[config.mk]
export PLATFORM = sky130hd
export DESIGN_NAME = dxbc_md5_checksum
export DESIGN_NICKNAME = d
export VERILOG_FILES = /design/src/rtl/dmc_pkg.sv /design/src/rtl/dxbc_md5_checksum.sv /design/src/rtl/dmc_ram.sv /design/src/rtl/dmc_front.sv /design/src/rtl/dmc_back.sv
export SDC_FILE = /design/constraint.sdc
export NUM_CORES = 2
export LEC_CHECK = 0
export BUFFER_PORTS_ARGS = -buffer_cell sky130_fd_sc_hd__buf_2
export CORE_MARGIN = 5
export CORE_UTILIZATION = 25
export CTS_BUF_LIST = sky130_fd_sc_hd__clkbuf_16
export DETAILED_ROUTE_END_ITERATION = 8
export PLACE_DENSITY = 0.42
export REMOVE_ABC_BUFFERS = 1
export SETUP_SLACK_MARGIN = 0.5
export SLEW_MARGIN = 40
export SYNTH_ARGS = -nofsm -noshare
export SYNTH_HDL_FRONTEND = slang
export SYNTH_SLANG_ARGS = --single-unit
export TNS_END_PERCENT = 20
[constraint.sdc]
create_clock -name clk_i -period 8.8 [get_ports clk_i]
set_input_delay 0.88 -clock clk_i [delete_from_list [all_inputs] [get_ports clk_i]]
set_output_delay 0.88 -clock clk_i [all_outputs]
set_load 0.005 [all_outputs]
[src/rtl/dmc_pkg.sv]
// shared types, constants and round tables for the container checksum
`default_nettype none
package dmc_pkg;

  localparam int unsigned HdrBytes = 20;
  localparam logic [7:0]  PadByte  = 8'h80;

  localparam logic [31:0] IvA = 32'h67452301;
  localparam logic [31:0] IvB = 32'hefcdab89;
  localparam logic [31:0] IvC = 32'h98badcfe;
  localparam logic [31:0] IvD = 32'h10325476;

  // queue entry from front to back
  typedef struct packed {
    logic [7:0] data;
    logic       last;
    logic       hdr;
  } dmc_item_t;

  // block buffer fill control
  typedef struct packed {
    logic       wr;
    logic [5:0] addr;
    logic [7:0] data;
  } dmc_wr_t;

  function automatic logic [31:0] md5_k(input logic [5:0] i);
    logic [31:0] k;
    case (i)
      6'd0: k = 32'hd76aa478; 6'd1: k = 32'he8c7b756; 6'd2: k = 32'h242070db;
      6'd3: k = 32'hc1bdceee; 6'd4: k = 32'hf57c0faf; 6'd5: k = 32'h4787c62a;
      6'd6: k = 32'ha8304613; 6'd7: k = 32'hfd469501; 6'd8: k = 32'h698098d8;
      6'd9: k = 32'h8b44f7af; 6'd10: k = 32'hffff5bb1; 6'd11: k = 32'h895cd7be;
      6'd12: k = 32'h6b901122; 6'd13: k = 32'hfd987193; 6'd14: k = 32'ha679438e;
      6'd15: k = 32'h49b40821; 6'd16: k = 32'hf61e2562; 6'd17: k = 32'hc040b340;
      6'd18: k = 32'h265e5a51; 6'd19: k = 32'he9b6c7aa; 6'd20: k = 32'hd62f105d;
      6'd21: k = 32'h02441453; 6'd22: k = 32'hd8a1e681; 6'd23: k = 32'he7d3fbc8;
      6'd24: k = 32'h21e1cde6; 6'd25: k = 32'hc33707d6; 6'd26: k = 32'hf4d50d87;
      6'd27: k = 32'h455a14ed; 6'd28: k = 32'ha9e3e905; 6'd29: k = 32'hfcefa3f8;
      6'd30: k = 32'h676f02d9; 6'd31: k = 32'h8d2a4c8a; 6'd32: k = 32'hfffa3942;
      6'd33: k = 32'h8771f681; 6'd34: k = 32'h6d9d6122; 6'd35: k = 32'hfde5380c;
      6'd36: k = 32'ha4beea44; 6'd37: k = 32'h4bdecfa9; 6'd38: k = 32'hf6bb4b60;
      6'd39: k = 32'hbebfbc70; 6'd40: k = 32'h289b7ec6; 6'd41: k = 32'heaa127fa;
      6'd42: k = 32'hd4ef3085; 6'd43: k = 32'h04881d05; 6'd44: k = 32'hd9d4d039;
      6'd45: k = 32'he6db99e5; 6'd46: k = 32'h1fa27cf8; 6'd47: k = 32'hc4ac5665;
      6'd48: k = 32'hf4292244; 6'd49: k = 32'h432aff97; 6'd50: k = 32'hab9423a7;
      6'd51: k = 32'hfc93a039; 6'd52: k = 32'h655b59c3; 6'd53: k = 32'h8f0ccc92;
      6'd54: k = 32'hffeff47d; 6'd55: k = 32'h85845dd1; 6'd56: k = 32'h6fa87e4f;
      6'd57: k = 32'hfe2ce6e0; 6'd58: k = 32'ha3014314; 6'd59: k = 32'h4e0811a1;
      6'd60: k = 32'hf7537e82; 6'd61: k = 32'hbd3af235; 6'd62: k = 32'h2ad7d2bb;
      default: k = 32'heb86d391;
    endcase
    return k;
  endfunction

  function automatic logic [4:0] md5_s(input logic [5:0] i);
    logic [4:0] s;
    case ({i[5:4], i[1:0]})
      4'd0: s = 5'd7;  4'd1: s = 5'd12; 4'd2: s = 5'd17; 4'd3: s = 5'd22;
      4'd4: s = 5'd5;  4'd5: s = 5'd9;  4'd6: s = 5'd14; 4'd7: s = 5'd20;
      4'd8: s = 5'd4;  4'd9: s = 5'd11; 4'd10: s = 5'd16; 4'd11: s = 5'd23;
      4'd12: s = 5'd6; 4'd13: s = 5'd10; 4'd14: s = 5'd15; default: s = 5'd21;
    endcase
    return s;
  endfunction

  // message word used by round i
  function automatic logic [3:0] md5_g(input logic [5:0] i);
    logic [3:0] g;
    case (i[5:4])
      2'd0: g = i[3:0];
      2'd1: g = 4'(5 * i[3:0] + 1);
      2'd2: g = 4'(3 * i[3:0] + 5);
      default: g = 4'(7 * i[3:0]);
    endcase
    return g;
  endfunction

endpackage
`default_nettype wire

[src/rtl/dxbc_md5_checksum.sv]
// top level of the shader container checksum
//
// usage:
//   s_axis carries one container byte per transfer, tlast on the final byte.
//   m_axis returns the four state words a, b, c, d, tlast on word d.
//   the first twenty bytes are skipped; the rest is hashed in 64-byte blocks.
// operation:
//   an ordinary byte is popped and written to the block ram in the idle state; the
//   byte that fills a block starts 64 rounds, each made of four single-byte ram
//   reads for its message word followed by the round itself.
//   the final byte builds a 64-byte tail block and runs it, once
//   or twice, then the four words leave one per cycle while m_axis_tready is high.
//   a two-entry queue lets bytes be taken while the engine is busy.
// reset:
//   all control state and the chaining words return to their start values;
//   after the fourth word the block is ready for the next container.
//   a stalled m_axis_tready holds the current word and pauses the engine.
`default_nettype none
module dxbc_md5_checksum import dmc_pkg::*; (
  input  wire logic        clk_i,
  input  wire logic        rst_ni,
  input  wire logic        s_axis_tvalid,
  output logic             s_axis_tready,
  input  wire logic [7:0]  s_axis_tdata,   // data_byte
  input  wire logic        s_axis_tlast,   // last_byte
  output logic             m_axis_tvalid,
  input  wire logic        m_axis_tready,
  output logic [39:0]      m_axis_tdata,   // digest_word [31:0], word_index [33:32], zeros
  output logic             m_axis_tlast    // last_word
);
  logic      q_valid, q_pop;
  dmc_item_t q_item;
  logic [31:0] word;
  logic [1:0]  idx;

  dmc_front u_front (
    .clk_i    (clk_i),
    .rst_ni   (rst_ni),
    .valid_i  (s_axis_tvalid),
    .ready_o  (s_axis_tready),
    .data_i   (s_axis_tdata),
    .last_i   (s_axis_tlast),
    .q_valid_o(q_valid),
    .q_pop_i  (q_pop),
    .q_item_o (q_item)
  );

  dmc_back u_back (
    .clk_i      (clk_i),
    .rst_ni     (rst_ni),
    .q_valid_i  (q_valid),
    .q_pop_o    (q_pop),
    .q_item_i   (q_item),
    .out_valid_o(m_axis_tvalid),
    .out_ready_i(m_axis_tready),
    .word_o     (word),
    .index_o    (idx),
    .last_o     (m_axis_tlast)
  );

  assign m_axis_tdata = {6'd0, idx, word};
endmodule
`default_nettype wire

[src/rtl/dmc_ram.sv]
// generic single-port-write ram with registered read
`default_nettype none
module dmc_ram #(
  parameter int unsigned Width = 8,
  parameter int unsigned Depth = 64
) (
  input  wire logic                     clk_i,
  input  wire logic                     we_i,
  input  wire logic [$clog2(Depth)-1:0] waddr_i,
  input  wire logic [Width-1:0]         wdata_i,
  input  wire logic [$clog2(Depth)-1:0] raddr_i,
  output logic      [Width-1:0]         rdata_o
);
  logic [Width-1:0] mem_q [Depth];

  always_ff @(posedge clk_i) begin
    if (we_i) begin
      mem_q[waddr_i] <= wdata_i;
    end
    rdata_o <= mem_q[raddr_i];
  end
endmodule
`default_nettype wire

[src/rtl/dmc_front.sv]
// input side: header marking and a two-entry queue towards the hash engine
`default_nettype none
module dmc_front import dmc_pkg::*; (
  input  wire logic      clk_i,
  input  wire logic      rst_ni,
  input  wire logic      valid_i,
  output logic           ready_o,
  input  wire logic [7:0] data_i,
  input  wire logic      last_i,
  output logic           q_valid_o,
  input  wire logic      q_pop_i,
  output dmc_item_t      q_item_o
);
  logic [4:0] hdr_q, hdr_d;
  dmc_item_t  ent_q [2];
  logic [1:0] cnt_q;
  logic       rp_q, wp_q;
  logic       push, pop;

  assign ready_o   = (cnt_q != 2'd2);
  assign push      = valid_i && ready_o;
  assign pop       = q_pop_i && (cnt_q != 2'd0);
  assign q_valid_o = (cnt_q != 2'd0);
  assign q_item_o  = ent_q[rp_q];

  always_comb begin
    hdr_d = hdr_q;
    if (push) begin
      if (last_i) hdr_d = '0;
      else if (hdr_q < 5'(HdrBytes)) hdr_d = hdr_q + 5'd1;
    end
  end

  always_ff @(posedge clk_i) begin
    if (push) begin
      ent_q[wp_q] <= '{data: data_i, last: last_i, hdr: (hdr_q < 5'(HdrBytes))};
    end
  end

  always_ff @(posedge clk_i or negedge rst_ni) begin
    if (!rst_ni) begin
      hdr_q <= '0;
      cnt_q <= '0;
      rp_q  <= 1'b0;
      wp_q  <= 1'b0;
    end else begin
      hdr_q <= hdr_d;
      if (push) wp_q <= ~wp_q;
      if (pop) rp_q <= ~rp_q;
      cnt_q <= cnt_q + {1'b0, push} - {1'b0, pop};
    end
  end
endmodule
`default_nettype wire

[src/rtl/dmc_back.sv]
// hash engine: block fill, padding, iterative md5 rounds and word output
`default_nettype none
module dmc_back import dmc_pkg::*; (
  input  wire logic      clk_i,
  input  wire logic      rst_ni,
  input  wire logic      q_valid_i,
  output logic           q_pop_o,
  input  dmc_item_t      q_item_i,
  output logic           out_valid_o,
  input  wire logic      out_ready_i,
  output logic [31:0]    word_o,
  output logic [1:0]     index_o,
  output logic           last_o
);
  localparam logic [2:0] StIdle = 3'd0;
  localparam logic [2:0] StBuild = 3'd1;  // write padded final block into ram
  localparam logic [2:0] StRound = 3'd2;
  localparam logic [2:0] StOut = 3'd3;

  // which block the rounds are working on
  localparam logic [2:0] PhNormal = 3'd0;  // full payload block
  localparam logic [2:0] PhShort  = 3'd1;  // single closing block with length words
  localparam logic [2:0] PhFirst  = 3'd2;  // padded leftover, length block follows
  localparam logic [2:0] PhSecond = 3'd3;  // length-only block
  localparam logic [2:0] PhFull   = 3'd4;  // last byte filled a block, closing block follows

  logic [2:0]  st_q, st_d;
  logic [31:0] h_q [4];
  logic [31:0] a_q, b_q, c_q, d_q;
  logic [31:0] cnt_q;          // payload bytes
  logic [6:0]  rnd_q;          // round counter, 127 once the block is done
  logic [5:0]  bld_q;          // build address
  logic [2:0]  phase_q;
  logic [1:0]  oidx_q;
  logic [2:0]  sub_q;          // byte fetch step within a round
  logic [31:0] bits, bits2;
  dmc_wr_t     wr;
  logic [5:0]  rd_addr, rd_off;
  logic [3:0]  gi;
  logic [7:0]  rd_data;
  logic [31:0] mword_q;
  logic [5:0]  left, pos;
  logic [7:0]  bld_byte;
  logic        bld_keep;
  logic        blk_full, tail_long, blk_done;

  assign bits  = {cnt_q[28:0], 3'b000};
  assign bits2 = {2'b00, bits[31:2]} | 32'd1;
  assign left  = cnt_q[5:0];
  // payload bytes sit four above their block offset, so a short tail needs no copy
  assign pos   = bld_q - 6'd4;

  assign blk_full  = !q_item_i.hdr && (left == 6'd63);
  assign tail_long = ((q_item_i.hdr ? left : left + 6'd1) >= 6'd56);

  // byte of the padded tail block at build address
  always_comb begin
    bld_byte = 8'h00;
    bld_keep = 1'b0;
    case (phase_q)
      PhShort: begin
        if (bld_q < 6'd4) bld_byte = bits[8*bld_q[1:0] +: 8];
        else if (bld_q >= 6'd60) bld_byte = bits2[8*bld_q[1:0] +: 8];
        else if (bld_q < left + 6'd4) bld_keep = 1'b1;
        else if (bld_q == left + 6'd4) bld_byte = PadByte;
      end
      PhFirst: begin
        if (pos < left) bld_keep = 1'b1;
        else if (pos == left) bld_byte = PadByte;
      end
      default: begin
        if (bld_q < 6'd4) bld_byte = bits[8*bld_q[1:0] +: 8];
        else if (bld_q >= 6'd60) bld_byte = bits2[8*bld_q[1:0] +: 8];
      end
    endcase
  end

  always_comb begin
    wr = '0;
    if (st_q == StIdle && q_valid_i && !q_item_i.hdr) begin
      wr = '{wr: 1'b1, addr: left + 6'd4, data: q_item_i.data};
    end else if (st_q == StBuild) begin
      wr = '{wr: !bld_keep, addr: bld_q, data: bld_byte};
    end
  end

  // closing blocks are built at their own offsets, payload blocks are shifted by four
  assign rd_off  = (phase_q == PhShort || phase_q == PhSecond) ? 6'd0 : 6'd4;
  assign gi      = md5_g(rnd_q[5:0]);
  assign rd_addr = {gi, 2'b00} + {4'd0, sub_q[1:0]} + rd_off;

  dmc_ram #(.Width(8), .Depth(64)) u_blk (
    .clk_i  (clk_i),
    .we_i   (wr.wr),
    .waddr_i(wr.addr),
    .wdata_i(wr.data),
    .raddr_i(rd_addr),
    .rdata_o(rd_data)
  );

  // one md5 round
  logic [31:0] f, sum, rot;
  logic [5:0]  ri;
  logic [4:0]  sh;
  assign ri = rnd_q[5:0];
  always_comb begin
    unique case (ri[5:4])
      2'd0: f = (b_q & c_q) | (~b_q & d_q);
      2'd1: f = (d_q & b_q) | (~d_q & c_q);
      2'd2: f = b_q ^ c_q ^ d_q;
      default: f = c_q ^ (b_q | ~d_q);
    endcase
    sum = a_q + f + md5_k(ri) + mword_q;
    sh  = md5_s(ri);
    rot = (sum << sh) | (sum >> (6'd32 - {1'b0, sh}));
  end

  assign q_pop_o     = (st_q == StIdle) && q_valid_i;
  assign out_valid_o = (st_q == StOut);
  assign word_o      = h_q[oidx_q];
  assign index_o     = oidx_q;
  assign last_o      = (oidx_q == 2'd3);

  assign blk_done = (rnd_q == 7'd127);

  always_comb begin
    st_d = st_q;
    unique case (st_q)
      StIdle:  if (q_valid_i) begin
        if (blk_full) st_d = StRound;
        else if (q_item_i.last) st_d = StBuild;
      end
      StBuild: if (bld_q == 6'd63) st_d = StRound;
      StRound: if (blk_done) begin
        if (phase_q == PhNormal) st_d = StIdle;
        else if (phase_q == PhFirst || phase_q == PhFull) st_d = StBuild;
        else st_d = StOut;
      end
      StOut:   if (out_ready_i && oidx_q == 2'd3) st_d = StIdle;
      default: st_d = StIdle;
    endcase
  end

  // sub 0..3 issue byte reads, each byte is captured at the next sub step, sub 5 runs the round
  always_ff @(posedge clk_i) begin
    if (st_q == StRound) begin
      case (sub_q)
        3'd1: mword_q[7:0]   <= rd_data;
        3'd2: mword_q[15:8]  <= rd_data;
        3'd3: mword_q[23:16] <= rd_data;
        3'd4: mword_q[31:24] <= rd_data;
        default: ;
      endcase
    end
  end

  always_ff @(posedge clk_i or negedge rst_ni) begin
    if (!rst_ni) begin
      st_q    <= StIdle;
      h_q[0]  <= IvA; h_q[1] <= IvB; h_q[2] <= IvC; h_q[3] <= IvD;
      a_q     <= '0; b_q <= '0; c_q <= '0; d_q <= '0;
      cnt_q   <= '0;
      rnd_q   <= '0;
      bld_q   <= '0;
      phase_q <= PhNormal;
      oidx_q  <= '0;
      sub_q   <= '0;
    end else begin
      st_q <= st_d;
      unique case (st_q)
        StIdle: if (q_valid_i) begin
          a_q <= h_q[0]; b_q <= h_q[1]; c_q <= h_q[2]; d_q <= h_q[3];
          rnd_q <= '0; sub_q <= '0; bld_q <= '0;
          if (!q_item_i.hdr) cnt_q <= cnt_q + 32'd1;
          if (blk_full) phase_q <= q_item_i.last ? PhFull : PhNormal;
          else if (q_item_i.last) phase_q <= tail_long ? PhFirst : PhShort;
          else phase_q <= PhNormal;
        end
        StBuild: begin
          bld_q <= bld_q + 6'd1;
          if (bld_q == 6'd63) begin
            a_q <= h_q[0]; b_q <= h_q[1]; c_q <= h_q[2]; d_q <= h_q[3];
            rnd_q <= '0; sub_q <= '0;
          end
        end
        StRound: begin
          if (blk_done) begin
            h_q[0] <= h_q[0] + a_q; h_q[1] <= h_q[1] + b_q;
            h_q[2] <= h_q[2] + c_q; h_q[3] <= h_q[3] + d_q;
            rnd_q <= '0; sub_q <= '0; bld_q <= '0;
            if (phase_q == PhFirst) phase_q <= PhSecond;
            else if (phase_q == PhFull) phase_q <= PhShort;
          end else begin
            sub_q <= (sub_q == 3'd5) ? 3'd0 : sub_q + 3'd1;
            if (sub_q == 3'd5) begin
              a_q <= d_q; d_q <= c_q; c_q <= b_q; b_q <= b_q + rot;
              rnd_q <= (rnd_q[5:0] == 6'd63) ? 7'd127 : rnd_q + 7'd1;
            end
          end
        end
        StOut: if (out_ready_i) begin
          oidx_q <= oidx_q + 2'd1;
          if (oidx_q == 2'd3) begin
            h_q[0] <= IvA; h_q[1] <= IvB; h_q[2] <= IvC; h_q[3] <= IvD;
            cnt_q <= '0; phase_q <= PhNormal;
          end
        end
        default: ;
      endcase
    end
  end
endmodule
`default_nettype wire

# Word-level counts from Yosys, hierarchy flattened
# Memory sizes are Yosys's and may differ from the RTL's. A register that Yosys moved wholly into a read port is not among the register bits.
# Cells that the tools add are included.
[totals]
reg_bits = 353
mem_bits_rw = 532
mem_bits_ro = 2128
input_bits = 13
out_inout_bits = 43
wordCells = 240
mem_count = 4
[mem_list]
columns = ["name", "depth", "word_bits", "rd", "rd_clocked_by_memory_dff", "wr", "line_no", "source"]
rows = [
  ["(name not given)", 64, 32, 1, 0, 0, "dmc_pkg.sv:29", "case (i)"],
  ["u_back.u_blk.mem_q", 64, 8, 1, 1, 1, "dmc_ram.sv:14", "logic [Width-1:0] mem_q [Depth];"],
  ["(name not given)", 16, 5, 1, 0, 0, "dmc_pkg.sv:58", "case ({i[5:4], i[1:0]})"],
  ["u_front.ent_q", 2, 10, 1, 0, 1, "dmc_front.sv:15", "dmc_item_t ent_q [2];"],
]
[classes]
add_sub_neg = 24
multipliers = 3
order_cmp = 7
n_eq_ne = 34
shifts = 4
muxes = 92
n_bitwise = 16
reduce_logical = 33
[op_table]
columns = ["op", "count"]
rows = [
  ["32-bit two-way mux", 22],
  ["32-bit one-hot mux with 3 select lines", 5],
  ["128-bit two-way mux", 3],
  ["32-bit adder", 8],
  ["128-bit one-hot mux with 2 select lines", 1],
  ["32-bit bitwise AND", 4],
  ["32-bit OR", 4],
  ["32-bit bitwise XOR", 3],
  ["32-bit binary-select mux with 2-bit select", 1],
  ["8-bit two-way mux", 8],
  ["32-bit inverter", 2],
  ["32-bit one-hot mux with 2 select lines", 1],
  ["32-bit by 6-bit indexed part select with 8-bit output", 2],
  ["3-bit two-way mux", 21],
  ["7-bit two-way mux", 5],
  ["32-bit by 1-bit adder with 32-bit output, second input constant", 1],
  ["32-bit by 5-bit left shift with 32-bit output", 1],
  ["32-bit by 6-bit right shift with 32-bit output", 1],
  ["15-bit two-way mux", 2],
  ["7-bit one-hot mux with 3 select lines", 1],
  ["3-bit by 2-bit == test with 1-bit output, second input constant", 6],
  ["6-bit == test, second input constant", 3],
  ["6-bit two-way mux", 3],
  ["3-bit one-hot mux with 3 select lines", 2],
  ["other kinds (53)", 103],
]

# Longest topological paths before layout
[logic_depth]
depth_word = 13
ltp_mapped = 43
mapped_depth_nobuf = 40

# Modules after synthesis
# From an unflattened synthesis, not the netlist that was laid out.
[unflattened]
hier_cells = 5322
area_unflattened_um2 = 56414.1
[by_module_without_submodules]
columns = ["module", "n_inst", "cells_each", "area_per_inst_um2", "seq_area_each_um2"]
rows = [
  ["dmc_back", 1, 4294, 34954.8, 8748.4],
  ["dmc_ram", 1, 940, 20166.8, 15534.9],
  ["dmc_front", 1, 81, 1243.7, 825.8],
  ["dxbc_md5_checksum", 1, 7, 48.8, 0.0],
]

# Worst setup path before layout
# OpenSTA, ideal clock, no wires.
[synth_path]
path_type = "register -> register"
start = "register u_back.rnd_q[0]"
end = "register u_back.b_q[30]"
setup_ns = 0.124
t_arrival_ns = 9.292
required_time_ns = 8.676
slack_ns = -0.615
stages_incl_launch_ff = 39
path_buffers = 2
synth_period_minus_slack_ns = 9.415
cell_sequence = "dfrtp_1 buf_2 clkinv_1 ha_1 clkbuf_1 nor2_1 nor3_1 a31oi_1 mux4_2 fa_1 inv_1 fa_1 inv_1 ha_1 inv_1 fa_1 and2b_1 o2111ai_2 (+3 left out) nor3_1 mux4_2 mux2i_1 o211ai_1 ha_1 fa_1 a21o_1 a21o_1 a21oi_1 o21ai_1 a2111oi_0 nor3_1 a311o_1 a31oi_1 o21ba_2 o31ai_1 xor2_1 a2bb2oi_1"
[synth_between]
elab_chain_len = 9
elab_cells_between_ends = 15
cone_classes = "add/sub: 4; eq/ne: 2; shift: 2; mux: 3; bitwise: 1; reduce/logical: 1; memory: 2"
[synth_lines]
columns = ["element", "line_no", "source"]
rows = [
  ["start: declaration", "dmc_back.sv:31", "logic [6:0] rnd_q;"],
  ["start signal: assignment", "dmc_back.sv:197", "rnd_q <= (rnd_q[5:0] == 6'd63) ? 7'd127 : rnd_q + 7'd1;"],
  ["memory 64 x 32 bit", "n/a", ""],
  ["32-bit adder (2 in series)", "dmc_back.sv:113", "sum = a_q + f + md5_k(ri) + mword_q;"],
  ["32-bit by 6-bit right shift with 32-bit output or 32-bit by 5-bit left shift with 32-bit output (tied branches)", "dmc_back.sv:115", "rot = (sum << sh) | (sum >> (6'd32 - {1'b0, sh}));"],
  ["32-bit OR", "dmc_back.sv:115", ""],
  ["32-bit adder", "dmc_back.sv:196", "a_q <= d_q; d_q <= c_q; c_q <= b_q; b_q <= b_q + rot;"],
  ["32-bit two-way mux", "dmc_back.sv:195", "if (sub_q == 3'd5) begin"],
  ["32-bit two-way mux", "dmc_back.sv:187", "if (blk_done) begin"],
  ["32-bit one-hot mux with 3 select lines", "dmc_back.sv:170", "unique case (st_q)"],
  ["end signal: assignment", "dmc_back.sv:172", "a_q <= h_q[0]; b_q <= h_q[1]; c_q <= h_q[2]; d_q <= h_q[3];"],
  ["end signal: assignment", "dmc_back.sv:182", "a_q <= h_q[0]; b_q <= h_q[1]; c_q <= h_q[2]; d_q <= h_q[3];"],
  ["end signal: assignment", "dmc_back.sv:196", ""],
  ["end: declaration", "dmc_back.sv:29", "logic [31:0] a_q, b_q, c_q, d_q;"],
]
# Several ways; a longest one is shown, not always the timed one. The select of a mux whose other input is x is not followed.
# A chain may end at the register's enable or synchronous reset.

# Final worst setup path
[layout_path]
start = "register u_back.rnd_q[0]"
end = "register u_back.b_q[28]"
# The elaborated chain is that of the path after synthesis.

==> flow_summary_export.csv <==
group,metric,value,unit
outcome,outcome,"complete, but fails checks",
outcome,violations,"setup timing",
worst_setup_path,worst_setup_path_start_kind,"flop",
hold_path,hp-start,"s_axis_tdata[1]",
die,top_level_ports,56,
global_route,grt_pass1_vias,45025,
layout,multiInputGateArea,30800,sq um
worst_setup_path,r2r-start,"u_back.rnd_q[0]",
die,chipHeight,484,um
place,dp_hpwl,159000,um
logic_synthesis,synth.area.top_cells,"edfxtp_1, dfrtp_1, mux4_2",
logic_synthesis,synth_flop_cell,"edfxtp_1",
routing,wirelength,217000,um
logic_synthesis,synth_edf_count,564,
worst_setup_path,worst-r2r-setup-slack,-0.05,ns
clocking,clock-sinks,889,
sta,max_slew_margin,40.0,%
logic_synthesis,ys_warn_count,0,
sta,period_minus_slack,8.85,ns
die,die_w,484,um
global_route,grt_antenna_before_repair,5,
hold_path,hold_depth,1,
layout,layout-drive-gt1-share,28.0,%
layout,nFillCells,23031,
routing,drt_iter0_drc,3459,
die,initial_core_util,25.0,%
die,rows,174,
clocking,cts_tree,"built",
worst_setup_path,cp.required,9.43,ns
global_route,grt_max_degree,102,
routing,dr.pass1.iters,5,
sta,hold_viol,0,
worst_setup_path,critPathLaunch,"u_back.rnd_q[0]",
logic_synthesis,synth.distinct_cells,111,
logic_synthesis,syn_avg_cell_area,10.5,sq um
routing,drc,0,
sta,period_share,101,%
worst_setup_path,worstSetupPathType,"flop to flop",
global_route,overflow,0,
sta,fmax,113,MHz
worst_setup_path,slowest_delay,0.59,ns
place,pre_cts_slack,-1.11,ns
logic_synthesis,yosys.area.top_type_share,30.2,%
layout,seqCellArea,25100,sq um
logic_synthesis,netlist_top_cells_count,"edfxtp_1, nand2_1, nor2_1",
clocking,cts.path.max_buffers,3,
hold_path,holdCritPathClass,"primary input to flop",
layout,nNetsFinal,6269,
logic_synthesis,async_reset_ff_share,35.7,%
die,dieArea,234000,sq um
worst_setup_path,crit_fanout,5,
clocking,root_buffer,"clkbuf_16",
routing,via_per_inst,5.03,
routing,wl_per_cell,24.0,um
sta,setup_ws,-0.0490,ns
worst_setup_path,reg2reg_depth,44,
logic_synthesis,syn-cell-area,56200,sq um
sta,setup_violations,4,
global_route,track_usage,18.0,%
sta,rsz0062_at_grt,"true",
clocking,htreeDepth,3,
clocking,path_clk_slew,0.06,ns
worst_setup_path,crit_path_end_kind,"flop",
logic_synthesis,synth-seq-cells,889,
logic_synthesis,netlist_instances,5370,
logic_synthesis,synth.most_common_cell,"edfxtp_1",
logic_synthesis,synth_top_area_cell,"edfxtp_1",
place,io_buffers,49,
clocking,cts_buffers,102,
worst_setup_path,crit_arrival,9.48,ns
worst_setup_path,crit_top_cell,"buf_6",
job,max-cap-violations,0,
routing,antenna_left,0,
sta,slew_viol_final,0,
layout,syn2layout_area_growth,25.3,%
die,core_area,224000,sq um
sta,skew,0.0413,ns
clocking,clk_latency,0.76,ns
routing,vias,45384,
global_route,grt_first_pass_wirelength,317000,um
worst_setup_path,slowest_stage,"fa_1",
sta,worst_slew_pin_slew,0.897,ns
place,gp_congestion,0.934,
logic_synthesis,ys_seq_area_share,44.7,%
-- timing repair --
action	CTS	global route
hold buffers	0	1
hold endpoints to repair	0	18
gates resized for setup	181	224
setup endpoints to repair	27	25
buffers inserted	27	24
pin swaps	74	94
-- worst paths after layout --
kind                                            end
worst max-delay path                 u_back.b_q[28]
worst min-delay path            u_front.ent_q[0][3]
worst max register to register       u_back.b_q[28]
worst min register to register         u_front.wp_q
max in group asynchronous            u_back.d_q[17]
min in group asynchronous            u_back.d_q[10]
-- worst max-delay path: cells and delay by family (launching register included) --
family | cells | cell delay (ns)
simple gates | 8 | 0.82
buf+inv | 13 | 1.47
fa+ha+maj | 6 | 2.16
mux | 3 | 1.22
flops | 1 | 0.42
compound gates | 14 | 2.62
-- placed cells by master, fill, tap and decap left out, types with 71 or more instances in the layout --
master     count
a21o_1        82
a21oi_1      362
a31oi_1      211
buf_4        703
clkbuf_16    103
dfrtp_1      244
edfxtp_1     564
ha_1         207
inv_1        265
mux2i_1       71
mux4_2       212
nand2_1      534
nand3_1      132
nor2_1       438
o21ai_0      249
xnor2_1      112
xor2_1       114
-- flip-flops by register name (all words and copies together) (netlist names), 20 cells and up --
signal,flops
u_front.ent_q,20
u_back.mword_q,32
u_back.d_q,32
u_back.c_q,32
u_back.b_q,32
u_back.u_blk.mem_q,512
u_back.a_q,32
u_back.h_q,128
u_back.cnt_q,29
-- metrics by stage --
step | hold WS, ns | cells | utilization (%) | instance area (sq um) | setup TNS, ns
final | 0.321 | 9031 | 31.4 | 70400 | -0.111
after global routing | 0.264 | 9030 | 31.4 | 70400 | -3.78
after CTS | 0.182 | 9003 | 30.8 | 69100 | -0.147
after detailed placement | 0.503 | 8786 | 29.0 | 64900 | -15.73
after global placement | 0.484 | 8783 | 28.9 | 64700 | -16.74
after floorplan | 0.438 | 5029 | - | 54800 | -153.03
-- final cells by class --
type / count / area share, %
multi-input cells: 3880 / 43.7
flip-flops and latches: 889 / 35.7
repair buffers: 818 / 9.22
well taps: 2992 / 5.32
clock buffers: 103 / 3.66
inverters: 260 / 1.41
clock inverters: 87 / 0.969
diodes: 2 / 0.00711
-- per-layer routing --
layer	GRT usage [%]	part of all wire, %	up-vias
li1	-	-	21099
met1	24.4	45	22944
met4	5.87	3.8	4
met3	1.88	3.5	314
met5	0	0.0097	-
met2	29.9	48	1023
-- cells by family after synthesis --
group                    after synthesis  synth area share (%)
AO/OA/AOI/OAI                       1460                  16.7
flip-flops                           889                  44.7
adder cells (fa/ha/maj)              336                  8.26
other                                  1               0.00668
XOR/XNOR                             251                  3.97
buffers and inverters                606                  4.17
multiplexers                         318                  10.4
AND/OR/NAND/NOR                     1509                  11.7
Power is left out: the tool's default activity adds up to more than one toggle a clock period on the data nets, which glitch-free logic cannot reach.
